### src/heisenberg_term_generator_unit_assert.svh
// Assertion macros for the Heisenberg term generator.
// Depends on nothing; included by the modules that check their own logic.
`ifndef HEISENBERG_TERM_GENERATOR_UNIT_ASSERT_SVH
`define HEISENBERG_TERM_GENERATOR_UNIT_ASSERT_SVH

// same-cycle implication
`define HTG_ASSERT_NOW(lbl, clk, rst_n, ante, cons, msg) \
  lbl: assert property (@(posedge clk) disable iff (!(rst_n)) (ante) |-> (cons)) \
    else $error(msg);

// next-cycle implication
`define HTG_ASSERT_NEXT(lbl, clk, rst_n, ante, cons, msg) \
  lbl: assert property (@(posedge clk) disable iff (!(rst_n)) (ante) |=> (cons)) \
    else $error(msg);

`endif

### src/htg_pkg.sv
// Package for the Heisenberg term generator: word types, codes, rounding.
// Depends on nothing; used by every module of the block.
package htg_pkg;

  localparam int unsigned SITE_W  = 6;
  localparam int unsigned SLOT_W  = 5;
  localparam int unsigned CNT_W   = 6;
  localparam int unsigned COEF_W  = 32;
  localparam int unsigned CPL_W   = 16;
  localparam int unsigned PROD_W  = COEF_W + CPL_W;
  localparam int unsigned SPIN_W  = 64;

  localparam logic OP_LOAD  = 1'b0;
  localparam logic OP_APPLY = 1'b1;

  localparam logic REG_EDGES_IN_USE = 1'b0;

  typedef struct packed {
    logic                     opcode;
    logic [SLOT_W-1:0]        edge_slot;
    logic [SITE_W-1:0]        site_first;
    logic [SITE_W-1:0]        site_second;
    logic signed [CPL_W-1:0]  edge_coupling;
    logic [SPIN_W-1:0]        spin_bits;
    logic signed [COEF_W-1:0] coeff_real;
    logic signed [COEF_W-1:0] coeff_imag;
  } htg_in_t;

  typedef struct packed {
    logic signed [COEF_W-1:0] term_real;
    logic signed [COEF_W-1:0] term_imag;
    logic [SPIN_W-1:0]        term_spins;
    logic                     overflowed;
    logic                     last_term;
  } htg_out_t;

  typedef struct packed {
    logic [SITE_W-1:0]       site_a;
    logic [SITE_W-1:0]       site_b;
    logic signed [CPL_W-1:0] coupling;
  } htg_edge_t;

  typedef struct packed {
    logic              en;
    logic [SLOT_W-1:0] addr;
  } htg_rd_req_t;

  typedef enum logic [2:0] {
    ST_IDLE,
    ST_READ,
    ST_MUL_RE,
    ST_MUL_IM,
    ST_EMIT_DIAG,
    ST_EMIT_FLIP
  } htg_state_e;

  typedef enum logic [1:0] {
    SC_POS,
    SC_NEG,
    SC_DBL
  } htg_scale_e;

  // Q24.24 product -> Q16.16, round half up, saturate; bit 32 is the overflow flag
  function automatic logic [COEF_W:0] scale_sat(logic signed [PROD_W-1:0] p,
                                                htg_scale_e mode);
    logic signed [PROD_W+1:0] x;
    logic signed [PROD_W-7:0] r;
    logic                     ovf;
    logic [COEF_W-1:0]        v;
    x = {{2{p[PROD_W-1]}}, p};
    case (mode)
      SC_POS:  x = x;
      SC_NEG:  x = -x;
      SC_DBL:  x = x <<< 1;
      default: x = x;
    endcase
    x = x + (PROD_W+2)'(128);
    r = x[PROD_W+1:8];
    ovf = !((&r[PROD_W-7:COEF_W-1]) || !(|r[PROD_W-7:COEF_W-1]));
    if (ovf) begin
      v = r[PROD_W-7] ? {1'b1, {(COEF_W-1){1'b0}}} : {1'b0, {(COEF_W-1){1'b1}}};
    end else begin
      v = r[COEF_W-1:0];
    end
    return {ovf, v};
  endfunction

endpackage

### src/htg_edge_mem.sv
// Edge table memory: one write port, one registered read port.
// Depends on htg_pkg for the entry type.
module htg_edge_mem #(
  parameter int unsigned DEPTH = 32
) (
  input  logic                 clk_i,
  input  logic                 we_i,
  input  logic [htg_pkg::SLOT_W-1:0] waddr_i,
  input  htg_pkg::htg_edge_t   wdata_i,
  input  htg_pkg::htg_rd_req_t rd_i,
  output htg_pkg::htg_edge_t   rdata_o
);

  localparam int unsigned AW = (DEPTH > 1) ? $clog2(DEPTH) : 1;

  htg_pkg::htg_edge_t mem_q [DEPTH];
  htg_pkg::htg_edge_t rdata_q;

  always_ff @(posedge clk_i) begin
    if (we_i) begin
      mem_q[waddr_i[AW-1:0]] <= wdata_i;
    end
    if (rd_i.en) begin
      rdata_q <= mem_q[rd_i.addr[AW-1:0]];
    end
  end

  assign rdata_o = rdata_q;

endmodule

### src/htg_mult.sv
// Shared signed multiplier, coefficient times coupling, registered product.
// Depends on htg_pkg for widths.
module htg_mult (
  input  logic                                clk_i,
  input  logic                                en_i,
  input  logic signed [htg_pkg::COEF_W-1:0]   a_i,
  input  logic signed [htg_pkg::CPL_W-1:0]    b_i,
  output logic signed [htg_pkg::PROD_W-1:0]   prod_o
);

  logic signed [htg_pkg::PROD_W-1:0] prod_q;

  always_ff @(posedge clk_i) begin
    if (en_i) begin
      prod_q <= a_i * b_i;
    end
  end

  assign prod_o = prod_q;

endmodule

### src/htg_seq.sv
// Sequencer: walks the edge table, drives the shared multiplier, forms terms
// and holds the output register. Depends on htg_pkg and the assertion header.
`include "heisenberg_term_generator_unit_assert.svh"

module htg_seq #(
  parameter int unsigned SPIN_SITES   = 64,
  parameter int unsigned EDGE_ENTRIES = 32
) (
  input  logic                              clk_i,
  input  logic                              rst_ni,
  input  logic [htg_pkg::CNT_W-1:0]         edges_in_use_i,
  input  logic                              in_valid_i,
  output logic                              in_ready_o,
  input  htg_pkg::htg_in_t                  in_data_i,
  output logic                              out_valid_o,
  input  logic                              out_ready_i,
  output htg_pkg::htg_out_t                 out_data_o,
  output htg_pkg::htg_rd_req_t              rd_o,
  input  htg_pkg::htg_edge_t                rdata_i,
  output logic                              mul_en_o,
  output logic signed [htg_pkg::COEF_W-1:0] mul_a_o,
  input  logic signed [htg_pkg::PROD_W-1:0] prod_i
);

  localparam logic [htg_pkg::CNT_W-1:0] WALK_MAX = htg_pkg::CNT_W'(EDGE_ENTRIES);
  localparam logic [htg_pkg::SITE_W:0]  SITE_LIM = (htg_pkg::SITE_W+1)'(SPIN_SITES);

  htg_pkg::htg_state_e                state_q, state_d;
  logic [htg_pkg::CNT_W-1:0]          idx_q, idx_d;
  logic [htg_pkg::CNT_W-1:0]          walk_q, walk_d;
  logic [htg_pkg::SPIN_W-1:0]         spins_q, spins_d;
  logic signed [htg_pkg::COEF_W-1:0]  cr_q, cr_d, ci_q, ci_d;
  logic signed [htg_pkg::PROD_W-1:0]  pr_q, pr_d;
  logic                               aligned_q, aligned_d;
  logic                               out_valid_q, out_valid_d;
  htg_pkg::htg_out_t                  out_q, out_d;

  logic                               accept;
  logic                               out_free;
  logic                               out_load;
  logic                               last_edge;
  logic                               a_ok, b_ok;
  logic                               spin_a, spin_b;
  logic [htg_pkg::SPIN_W-1:0]         flip_mask;
  logic [htg_pkg::COEF_W:0]           sc_re, sc_im;
  htg_pkg::htg_scale_e                mode;

  assign accept    = in_valid_i && in_ready_o;
  assign out_free  = !out_valid_q || out_ready_i;
  assign last_edge = (idx_q + htg_pkg::CNT_W'(1)) == walk_q;

  assign a_ok   = {1'b0, rdata_i.site_a} < SITE_LIM;
  assign b_ok   = {1'b0, rdata_i.site_b} < SITE_LIM;
  assign spin_a = a_ok && spins_q[rdata_i.site_a];
  assign spin_b = b_ok && spins_q[rdata_i.site_b];
  assign flip_mask = (a_ok ? (htg_pkg::SPIN_W'(1) << rdata_i.site_a) : '0)
                   ^ (b_ok ? (htg_pkg::SPIN_W'(1) << rdata_i.site_b) : '0);

  always_comb begin
    case (state_q)
      htg_pkg::ST_EMIT_FLIP: mode = htg_pkg::SC_DBL;
      default:               mode = aligned_q ? htg_pkg::SC_POS : htg_pkg::SC_NEG;
    endcase
  end

  assign sc_re = htg_pkg::scale_sat(pr_q, mode);
  assign sc_im = htg_pkg::scale_sat(prod_i, mode);

  always_comb begin
    state_d     = state_q;
    idx_d       = idx_q;
    walk_d      = walk_q;
    spins_d     = spins_q;
    cr_d        = cr_q;
    ci_d        = ci_q;
    pr_d        = pr_q;
    aligned_d   = aligned_q;
    out_d       = out_q;
    out_load    = 1'b0;
    in_ready_o  = 1'b0;
    rd_o.en     = 1'b0;
    rd_o.addr   = idx_q[htg_pkg::SLOT_W-1:0];
    mul_en_o    = 1'b0;
    mul_a_o     = cr_q;

    case (state_q)
      htg_pkg::ST_IDLE: begin
        in_ready_o = 1'b1;
        if (accept && in_data_i.opcode == htg_pkg::OP_APPLY) begin
          spins_d = in_data_i.spin_bits;
          cr_d    = in_data_i.coeff_real;
          ci_d    = in_data_i.coeff_imag;
          idx_d   = '0;
          walk_d  = (edges_in_use_i > WALK_MAX) ? WALK_MAX : edges_in_use_i;
          if (walk_d != '0) begin
            state_d = htg_pkg::ST_READ;
          end
        end
      end
      htg_pkg::ST_READ: begin
        rd_o.en = 1'b1;
        state_d = htg_pkg::ST_MUL_RE;
      end
      htg_pkg::ST_MUL_RE: begin
        mul_en_o  = 1'b1;
        mul_a_o   = cr_q;
        aligned_d = spin_a == spin_b;
        state_d   = htg_pkg::ST_MUL_IM;
      end
      htg_pkg::ST_MUL_IM: begin
        mul_en_o = 1'b1;
        mul_a_o  = ci_q;
        pr_d     = prod_i;
        state_d  = htg_pkg::ST_EMIT_DIAG;
      end
      htg_pkg::ST_EMIT_DIAG: begin
        if (out_free) begin
          out_load         = 1'b1;
          out_d.term_real  = sc_re[htg_pkg::COEF_W-1:0];
          out_d.term_imag  = sc_im[htg_pkg::COEF_W-1:0];
          out_d.term_spins = spins_q;
          out_d.overflowed = sc_re[htg_pkg::COEF_W] || sc_im[htg_pkg::COEF_W];
          out_d.last_term  = aligned_q && last_edge;
          if (!aligned_q) begin
            state_d = htg_pkg::ST_EMIT_FLIP;
          end else if (last_edge) begin
            state_d = htg_pkg::ST_IDLE;
          end else begin
            idx_d   = idx_q + htg_pkg::CNT_W'(1);
            state_d = htg_pkg::ST_READ;
          end
        end
      end
      htg_pkg::ST_EMIT_FLIP: begin
        if (out_free) begin
          out_load         = 1'b1;
          out_d.term_real  = sc_re[htg_pkg::COEF_W-1:0];
          out_d.term_imag  = sc_im[htg_pkg::COEF_W-1:0];
          out_d.term_spins = spins_q ^ flip_mask;
          out_d.overflowed = sc_re[htg_pkg::COEF_W] || sc_im[htg_pkg::COEF_W];
          out_d.last_term  = last_edge;
          if (last_edge) begin
            state_d = htg_pkg::ST_IDLE;
          end else begin
            idx_d   = idx_q + htg_pkg::CNT_W'(1);
            state_d = htg_pkg::ST_READ;
          end
        end
      end
      default: begin
        state_d = htg_pkg::ST_IDLE;
      end
    endcase

    if (out_load) begin
      out_valid_d = 1'b1;
    end else if (out_ready_i) begin
      out_valid_d = 1'b0;
    end else begin
      out_valid_d = out_valid_q;
    end
  end

  always_ff @(posedge clk_i or negedge rst_ni) begin
    if (!rst_ni) begin
      state_q     <= htg_pkg::ST_IDLE;
      idx_q       <= '0;
      walk_q      <= '0;
      out_valid_q <= 1'b0;
    end else begin
      state_q     <= state_d;
      idx_q       <= idx_d;
      walk_q      <= walk_d;
      out_valid_q <= out_valid_d;
    end
  end

  always_ff @(posedge clk_i) begin
    spins_q   <= spins_d;
    cr_q      <= cr_d;
    ci_q      <= ci_d;
    pr_q      <= pr_d;
    aligned_q <= aligned_d;
    out_q     <= out_d;
  end

  assign out_valid_o = out_valid_q;
  assign out_data_o  = out_q;

  `HTG_ASSERT_NOW(a_flip_only_split, clk_i, rst_ni,
    state_q == htg_pkg::ST_EMIT_FLIP, !aligned_q, "flip term on aligned spins")
  `HTG_ASSERT_NOW(a_read_in_range, clk_i, rst_ni,
    state_q == htg_pkg::ST_READ, idx_q < walk_q && walk_q <= WALK_MAX,
    "edge index outside walk")
  `HTG_ASSERT_NEXT(a_last_ends_walk, clk_i, rst_ni,
    out_load && out_d.last_term, state_q == htg_pkg::ST_IDLE,
    "walk continues after last term")
  `HTG_ASSERT_NEXT(a_emit_fills_output, clk_i, rst_ni,
    out_load, out_valid_q, "emitted term not held in output register")

endmodule

### src/heisenberg_term_generator_unit.sv
// Top level of the Heisenberg term generator: APB register, edge table,
// shared multiplier and sequencer. Depends on htg_pkg, htg_edge_mem, htg_mult, htg_seq.
//
//  channel   direction  handshake                    word
//  in        input      in_valid_i / in_ready_o      htg_in_t (load or apply)
//  out       output     out_valid_o / out_ready_i    htg_out_t (one term)
//  cfg       input      APB psel/penable/pready      edges_in_use at address 0
//
// A load word with a slot inside the table writes that slot as it is taken. An apply
// word emits a diagonal term per edge, plus a flipped term for an edge with differing spins.
// Per edge: one table read, then two products through the single multiplier.
// Output stalls hold the walk in its emit step; the output register lets
// the next word be taken while the last term waits.
// Reset clears control state and edges_in_use; the edge table is not cleared.
module heisenberg_term_generator_unit #(
  parameter int unsigned SPIN_SITES   = 64,
  parameter int unsigned EDGE_ENTRIES = 32
) (
  input  logic              clk_i,
  input  logic              rst_ni,
  input  logic              in_valid_i,
  output logic              in_ready_o,
  input  htg_pkg::htg_in_t  in_data_i,
  output logic              out_valid_o,
  input  logic              out_ready_i,
  output htg_pkg::htg_out_t out_data_o,
  input  logic              psel,
  input  logic              penable,
  input  logic              pwrite,
  input  logic [2:0]        paddr,
  input  logic [31:0]       pwdata,
  output logic [31:0]       prdata,
  output logic              pready
);

  logic [htg_pkg::CNT_W-1:0]         edges_q;
  logic                              cfg_wr;
  logic                              tab_we;
  htg_pkg::htg_edge_t                tab_wdata;
  htg_pkg::htg_edge_t                tab_rdata;
  htg_pkg::htg_rd_req_t              tab_rd;
  logic                              mul_en;
  logic signed [htg_pkg::COEF_W-1:0] mul_a;
  logic signed [htg_pkg::PROD_W-1:0] prod;

  assign pready = 1'b1;
  assign cfg_wr = psel && penable && pwrite && pready
               && paddr[2] == htg_pkg::REG_EDGES_IN_USE;

  always_ff @(posedge clk_i or negedge rst_ni) begin
    if (!rst_ni) begin
      edges_q <= '0;
    end else if (cfg_wr) begin
      edges_q <= pwdata[htg_pkg::CNT_W-1:0];
    end
  end

  always_comb begin
    case (paddr[2])
      htg_pkg::REG_EDGES_IN_USE: prdata = {{(32-htg_pkg::CNT_W){1'b0}}, edges_q};
      default:                   prdata = '0;
    endcase
  end

  assign tab_we = in_valid_i && in_ready_o && in_data_i.opcode == htg_pkg::OP_LOAD
               && {1'b0, in_data_i.edge_slot} < (htg_pkg::SLOT_W+1)'(EDGE_ENTRIES);
  assign tab_wdata.site_a   = in_data_i.site_first;
  assign tab_wdata.site_b   = in_data_i.site_second;
  assign tab_wdata.coupling = in_data_i.edge_coupling;

  htg_edge_mem #(
    .DEPTH (EDGE_ENTRIES)
  ) u_mem (
    .clk_i   (clk_i),
    .we_i    (tab_we),
    .waddr_i (in_data_i.edge_slot),
    .wdata_i (tab_wdata),
    .rd_i    (tab_rd),
    .rdata_o (tab_rdata)
  );

  htg_mult u_mult (
    .clk_i  (clk_i),
    .en_i   (mul_en),
    .a_i    (mul_a),
    .b_i    (tab_rdata.coupling),
    .prod_o (prod)
  );

  htg_seq #(
    .SPIN_SITES   (SPIN_SITES),
    .EDGE_ENTRIES (EDGE_ENTRIES)
  ) u_seq (
    .clk_i          (clk_i),
    .rst_ni         (rst_ni),
    .edges_in_use_i (edges_q),
    .in_valid_i     (in_valid_i),
    .in_ready_o     (in_ready_o),
    .in_data_i      (in_data_i),
    .out_valid_o    (out_valid_o),
    .out_ready_i    (out_ready_i),
    .out_data_o     (out_data_o),
    .rd_o           (tab_rd),
    .rdata_i        (tab_rdata),
    .mul_en_o       (mul_en),
    .mul_a_o        (mul_a),
    .prod_i         (prod)
  );

endmodule
### config.mk
export PLATFORM = sky130hd
export DESIGN_NAME = heisenberg_term_generator_unit
export DESIGN_NICKNAME = d
export VERILOG_FILES = /design/src/htg_pkg.sv /design/src/htg_edge_mem.sv /design/src/htg_mult.sv /design/src/htg_seq.sv /design/src/heisenberg_term_generator_unit.sv
export VERILOG_INCLUDE_DIRS = /design/src /design/src/src
export SDC_FILE = /design/constraint.sdc
export NUM_CORES = 2
export LEC_CHECK = 0
export ABC_AREA = 1
export BUFFER_PORTS_ARGS = -buffer_cell sky130_fd_sc_hd__buf_2
export CELL_PAD_IN_SITES_DETAIL_PLACEMENT = 1
export CELL_PAD_IN_SITES_GLOBAL_PLACEMENT = 2
export CORE_ASPECT_RATIO = 1.75
export CORE_MARGIN = 2
export CORE_UTILIZATION = 44
export DETAILED_ROUTE_END_ITERATION = 16
export PLACE_DENSITY = 0.91
export SETUP_SLACK_MARGIN = 0.5
export SYNTH_ARGS = -nofsm -noshare
export SYNTH_HDL_FRONTEND = slang
export SYNTH_SLANG_ARGS = --single-unit
### constraint.sdc
create_clock -name clk_i -period 18.6 [get_ports clk_i]
set_input_delay 0.93 -clock clk_i [delete_from_list [all_inputs] [get_ports clk_i]]
set_output_delay 0.93 -clock clk_i [all_outputs]
set_load 0.05 [all_outputs]
# After elaboration in Yosys (flattened, before gate mapping)
# Memory sizes are Yosys's and may differ from the RTL's. A register that Yosys moved wholly into a read port is not among the register bits.
# Index checks and enable logic that the tools add are counted.
# word_totals
ff_bits	377
latchBits	0
ramBits	896
mem_bits_ro	0
word_cells	117
n_memories	1
# mem_list
memory	depth	word_bits	rd	rd_clocked_by_memory_dff	wr	line	source
u_mem.mem_q	32	28	1	1	1	htg_edge_mem.sv:16	htg_pkg::htg_edge_t mem_q [DEPTH];
# classes
add_sub_neg	5
n_mul	1
div_mod_pow	0
order_cmp	3
eq_ne	14
shift	2
muxes	40
bitwise_logic	4
reduce_logical	31
# op_table
operator	n
$mux 130	2
$pmux 130 s2	1
$pmux 50 s2	2
$mux 32	5
$shl 1x6->64 const A	2
$xor 64x64->64	2
$add 50x9->50 const B	2
$neg 48->50	2
$mul 32x16->48	1
$mux 6	7
$reduce_and 11->1	2
$reduce_or 11->1	2
$pmux 3 s6	1
$pmux 6 s3	1
$mux 3	5
$lt 6x7->1 const B	2
$mux 1	13
$bmux 1 s6	2
$ne 2x1->1 const B	5
$logic_and 1x1->1	7
$add 6x1->6 const B	1
$eq 3x2->1 const B	2
$eq 3x3->1 const B	2
$eq 6x6->1	1
other kinds (18)	28

# Logic depth before layout (Yosys ltp)
# depth
ltp_word	12
mapped_depth	38
depth_no_buf	35

# Modules after synthesis
# From an unflattened synthesis, not the netlist that was laid out.
# unflattened
cells_unflattened	9042
hier_area_um2	81446.9
# modules_own_cells
mod	n_inst	cells_each	area_each_um2
htg_edge_mem	1	3100	37402.1
htg_seq	1	3013	22173.8
htg_mult	1	2857	21349.2
heisenberg_term_generator_unit	1	72	521.8

# Worst setup path after synthesis
# Ideal clock, no wire load.
# synth_timing
kind	reg2reg
startpoint	reg u_seq.state_q[1]
endpoint	reg u_seq.idx_q[2] (netlist bit)
t_arrival_ns	8.131
setup_slack_ns	10.355
stages_incl_launch_ff	12
synth_period_minus_slack_ns	8.245
path_cell_list	dfrtp_1 inv_2 nand3_4 buf_4 buf_2 buf_2 clkbuf_1 nand2_1 inv_1 nor2_1 nand3_1 o22ai_1
# synth_between
elab_chain_cells	6
word_cells_on_any_way	13
cone_classes	eq/ne: 6; mux: 2; reduce/logical: 5
# synth_lines
item	line	source
from (decl)	htg_seq.sv:28	htg_pkg::htg_state_e state_q, state_d;
from (signal assigned)	htg_seq.sv:166	state_q <= htg_pkg::ST_IDLE;
from (signal assigned)	htg_seq.sv:171	state_q <= state_d;
$logic_not 3->1	htg_seq.sv:86	case (state_q)
$mux 1	htg_seq.sv:86	
$logic_and 1x1->1	htg_seq.sv:48	assign accept = in_valid_i && in_ready_o;
$logic_and 1x1->1	htg_seq.sv:89	if (accept && in_data_i.opcode == htg_pkg::OP_APPLY) begin
$ne 2x1->1 (no line)	-	
$reduce_and 5->1 (no line)	-	
to (signal assigned)	htg_seq.sv:172	idx_q <= idx_d;
to (decl)	htg_seq.sv:29	logic [htg_pkg::CNT_W-1:0] idx_q, idx_d;
# Several ways; a longest one is shown, not always the timed one.
# A chain may end at the register's enable or synchronous reset.

# Final worst setup path
# layout_timing
startpoint	reg u_seq.state_q[0]
endpoint	reg u_mult.prod_q (netlist bit u_mult.prod_o[42]) (data pin)
# layout_between
elab_chain_cells	3
# layout_lines
item	line	source
$eq 3x2->1	htg_seq.sv:86	
$mux 32	htg_seq.sv:86	
$mul 32x16->48	htg_mult.sv:15	prod_q <= a_i * b_i;
to (signal assigned)	htg_mult.sv:15	
to (decl)	htg_mult.sv:11	logic signed [htg_pkg::PROD_W-1:0] prod_q;
# No other way between the ends.

==> flow_summary.yaml <==
grt:
  grt_pass1_vias: 65400
  grt-ovfl-total: 0
  antenna_found_initial: 30
  grt_usage_pct: 31.5
  grt_max_degree: 149
  grt_pass1_wl_mm: 412
setup_path:
  worstPathRequired_ns: 19.12
  startpoint_type: "register"
  cp-end-kind: "register"
  worstPathMaxFanout: 38
  arrival_ns: 9.74
  cp_num_buf_inv: 7
  slowest_delay_ns: 0.86
  path_class: "reg -> reg"
  crit_path_frequent_cell: "fa_1"
  crit_family: "adder cells"
  cpMaxStageDelayCell: "o21ai_1"
sta:
  worst_pin_slew_ns: 1.31
  relSlewSlack_pct: 12.5
  fin_skew_ns: 0.0637
  fmax_mhz: 108
  setup_viol_count_final: 0
  rsz0062_at_grt: "false"
  period_share_pct: 49.6
  min_period_ns: 9.23
  setup_tns_ns: 0
  drv_slew: 0
  hold_viol: 0
floorplanning:
  pin_count: 369
  row_count: 202
  core-area_um2: 173000
  initial_utilization_pct: 44.3
  fp.dieArea_um2: 178000
  die_h_um: 556
  die_w_um: 320
clocking:
  path_clk_slew_ns: 0.07
  tritoncts: "done"
  cts_setup_buffers: 0
  cts_made_buffers: 118
  clock_sink_count: 1301
  hold_buffers: 0
  worstSkewPairLatency_ns: 0.79
  post_cts_resized: 0
  h-tree-depth: 3
  root_buffer: "clkbuf_16"
  clock_path_buffers: 3
place:
  gp_congestion: 0.968
  port_buffers: 313
  post-dp-hpwl_mm: 196
  place_area_um2: 80700
routing:
  first_pass_iters: 6
  dr.first_iter.drc_count: 5499
  final_antenna_net_count: 0
  drt-met1-wl_mm: 93.0
  postRouteWirelength_mm: 280
  wl_met2_mm: 149
  wl_per_cell_um: 27.2
  met3_length_mm: 15.4
  vias_per_cell: 5.81
  drc: 0
  top_layer: "met5"
  via_count: 59700
synthesis:
  yosysWarnings: 0
  synth_seq_area_share_pct: 50.8
  ys_ff_latch: 1301
  synthArstFlopShare_pct: 1.69
  synthCells: 7717
  syn_area_um2: 76700
  synth_edf_count: 1279
  synth_ff_type: "edfxtp_1"
  syn_avg_cell_area_um2: 9.93
  ys_types: 57
final_layout:
  area_growth_pct: 10.6
  drive_gt1_share_pct: 9.98
  fin_area_um2: 84800
  nets: 8734
run:
  cap_violations: 0
status:
  status: "finished, final reports clean"
worst_hold_path:
  hold_path.class: "in -> async"
[per-layer routing]
layer / global-route usage (%) / up-vias
li1: - / 26100
met1: 32.3 / 30200
met2: 58.2 / 2468
met3: 4.21 / 942
met4: 23.3 / 12
met5: 0 / -
[flip-flops by register name (all words and copies together) (netlist names)]
signal and count:
u_mem.rdata_o 28, edges_q 6, u_seq.cr_q 32, u_seq.idx_q 6, u_seq.walk_q 6, u_seq.ci_q 32
u_seq.state_q 3, u_seq.pr_q 48, u_mult.prod_o 48, u_seq.out_data_o 130, u_seq.aligned_q 1, u_mem.mem_q 896
u_seq.spins_q 64, u_seq.out_valid_o 1
[cells in the mapped netlist, drive strengths merged (3+ instances only)]
cell type  instances  area share (%)
and2               3           0.024
buf               89            0.82
nand2           1265             6.3
clkbuf           279             1.4
nand3b             4           0.044
o21a               8           0.078
or2               37            0.30
a31oi              9           0.073
o31ai             14            0.14
nand4             37            0.30
o2111ai            5           0.057
or4               21            0.21
xnor2             63            0.72
o21ai            672             4.4
nor3              50            0.33
ha               117             1.9
nand3            226             1.6
inv              917             4.5
a221oi            18            0.21
clkinv            35            0.17
edfxtp          1279              50
nor4               3           0.024
xor2             123             1.4
a21oi            165             1.2
o22ai            405             3.3
o211ai             5           0.049
fa               486              13
o21bai             8           0.078
o311ai             8           0.091
dfrtp             22            0.72
nor2            1332             6.8
[cell type report]
type	instances	area, um2
repair buffers	433	2500
clock inverters	92	1050
clock buffers	131	3020
well taps	2244	2810
multi-input cells	5121	32800
fillers	19300	88300
flip-flops and latches	1301	39000
diodes	10	25.0
inverters	952	3590
[worst reg2reg max path: cells and delay by family (launching register included)]
kind | cells | cell delay (ns)
buffers and inverters | 7 | 1.66
adders and majority gates | 7 | 3.50
and+or+nand+nor | 7 | 0.94
AOI/OAI and AO/OA | 6 | 2.28
DFF | 1 | 0.44
xor gates and xnor gates | 1 | 0.13
[kinds of logic after synthesis]
logic type	share of synthesized area [%]
adders and majority gates	14.6
DFF	50.8
AOI/OAI and AO/OA	9.74
xor gates and xnor gates	2.13
buffers and inverters	6.85
and+or+nand+nor	15.8
other	0.00980
[layout by cell type, fill, tap and decap left out, types with 13 or more instances in the layout]
cell / netlist / layout
o21ai_1: 24 / 25
xor2_1: 123 / 123
ha_1: 117 / 117
nor2_4: 14 / 49
nor3_1: 49 / 48
clkbuf_16: 0 / 119
o21ai_0: 648 / 647
o31ai_1: 14 / 13
edfxtp_1: 1279 / 1279
xnor2_1: 63 / 63
a21oi_1: 148 / 148
clkinv_2: 0 / 30
bufinv_16: 0 / 17
nand4_1: 37 / 37
a221oi_1: 18 / 18
or2_2: 36 / 36
a21oi_2: 16 / 16
buf_2: 9 / 313
buf_4: 39 / 117
conb_1: 2 / 27
o22ai_1: 405 / 405
nand3_1: 214 / 214
nor2_1: 1291 / 1256
fa_1: 486 / 486
dfrtp_1: 22 / 18
nand2_1: 1251 / 1251
nor2_2: 26 / 26
clkinv_1: 35 / 57
inv_1: 905 / 901
or4_1: 21 / 21
[final timing paths]
kind / from / depth (start not counted) / slack, ns / end
setup / recovery: u_seq.state_q[0] / 28 / 9.37 / u_mult.prod_o[42]
hold / removal: rst_ni / 1 / 0.16 / edges_q[3]
setup reg to reg: u_seq.state_q[0] / 28 / 9.37 / u_mult.prod_o[42]
hold reg to reg: u_mult.prod_o[0] / 0 / 0.48 / u_seq.pr_q[0]
max in group asynchronous: rst_ni / 1 / 17.95 / u_seq.idx_q[0]
min in group clk_i: in_data_i[123] / 1 / 0.31 / u_seq.spins_q[59]
[stage by stage]
stage	setup WS [ns]	utilization (%)	hold WS [ns]	cells
4_1_cts	9.29	49.0	0.132	10300
2_1_floorplan	10.36	-	0.451	7742
3_3_place_gp	9.47	46.6	0.483	10100
3_5_place_dp	9.33	46.6	0.494	10100
5_1_grt	8.77	49.0	0.172	10300
6_report	9.37	49.0	0.164	10300
Power is not shown: default switching activity piles up to over one toggle a cycle in this logic, so the estimate is an artifact.
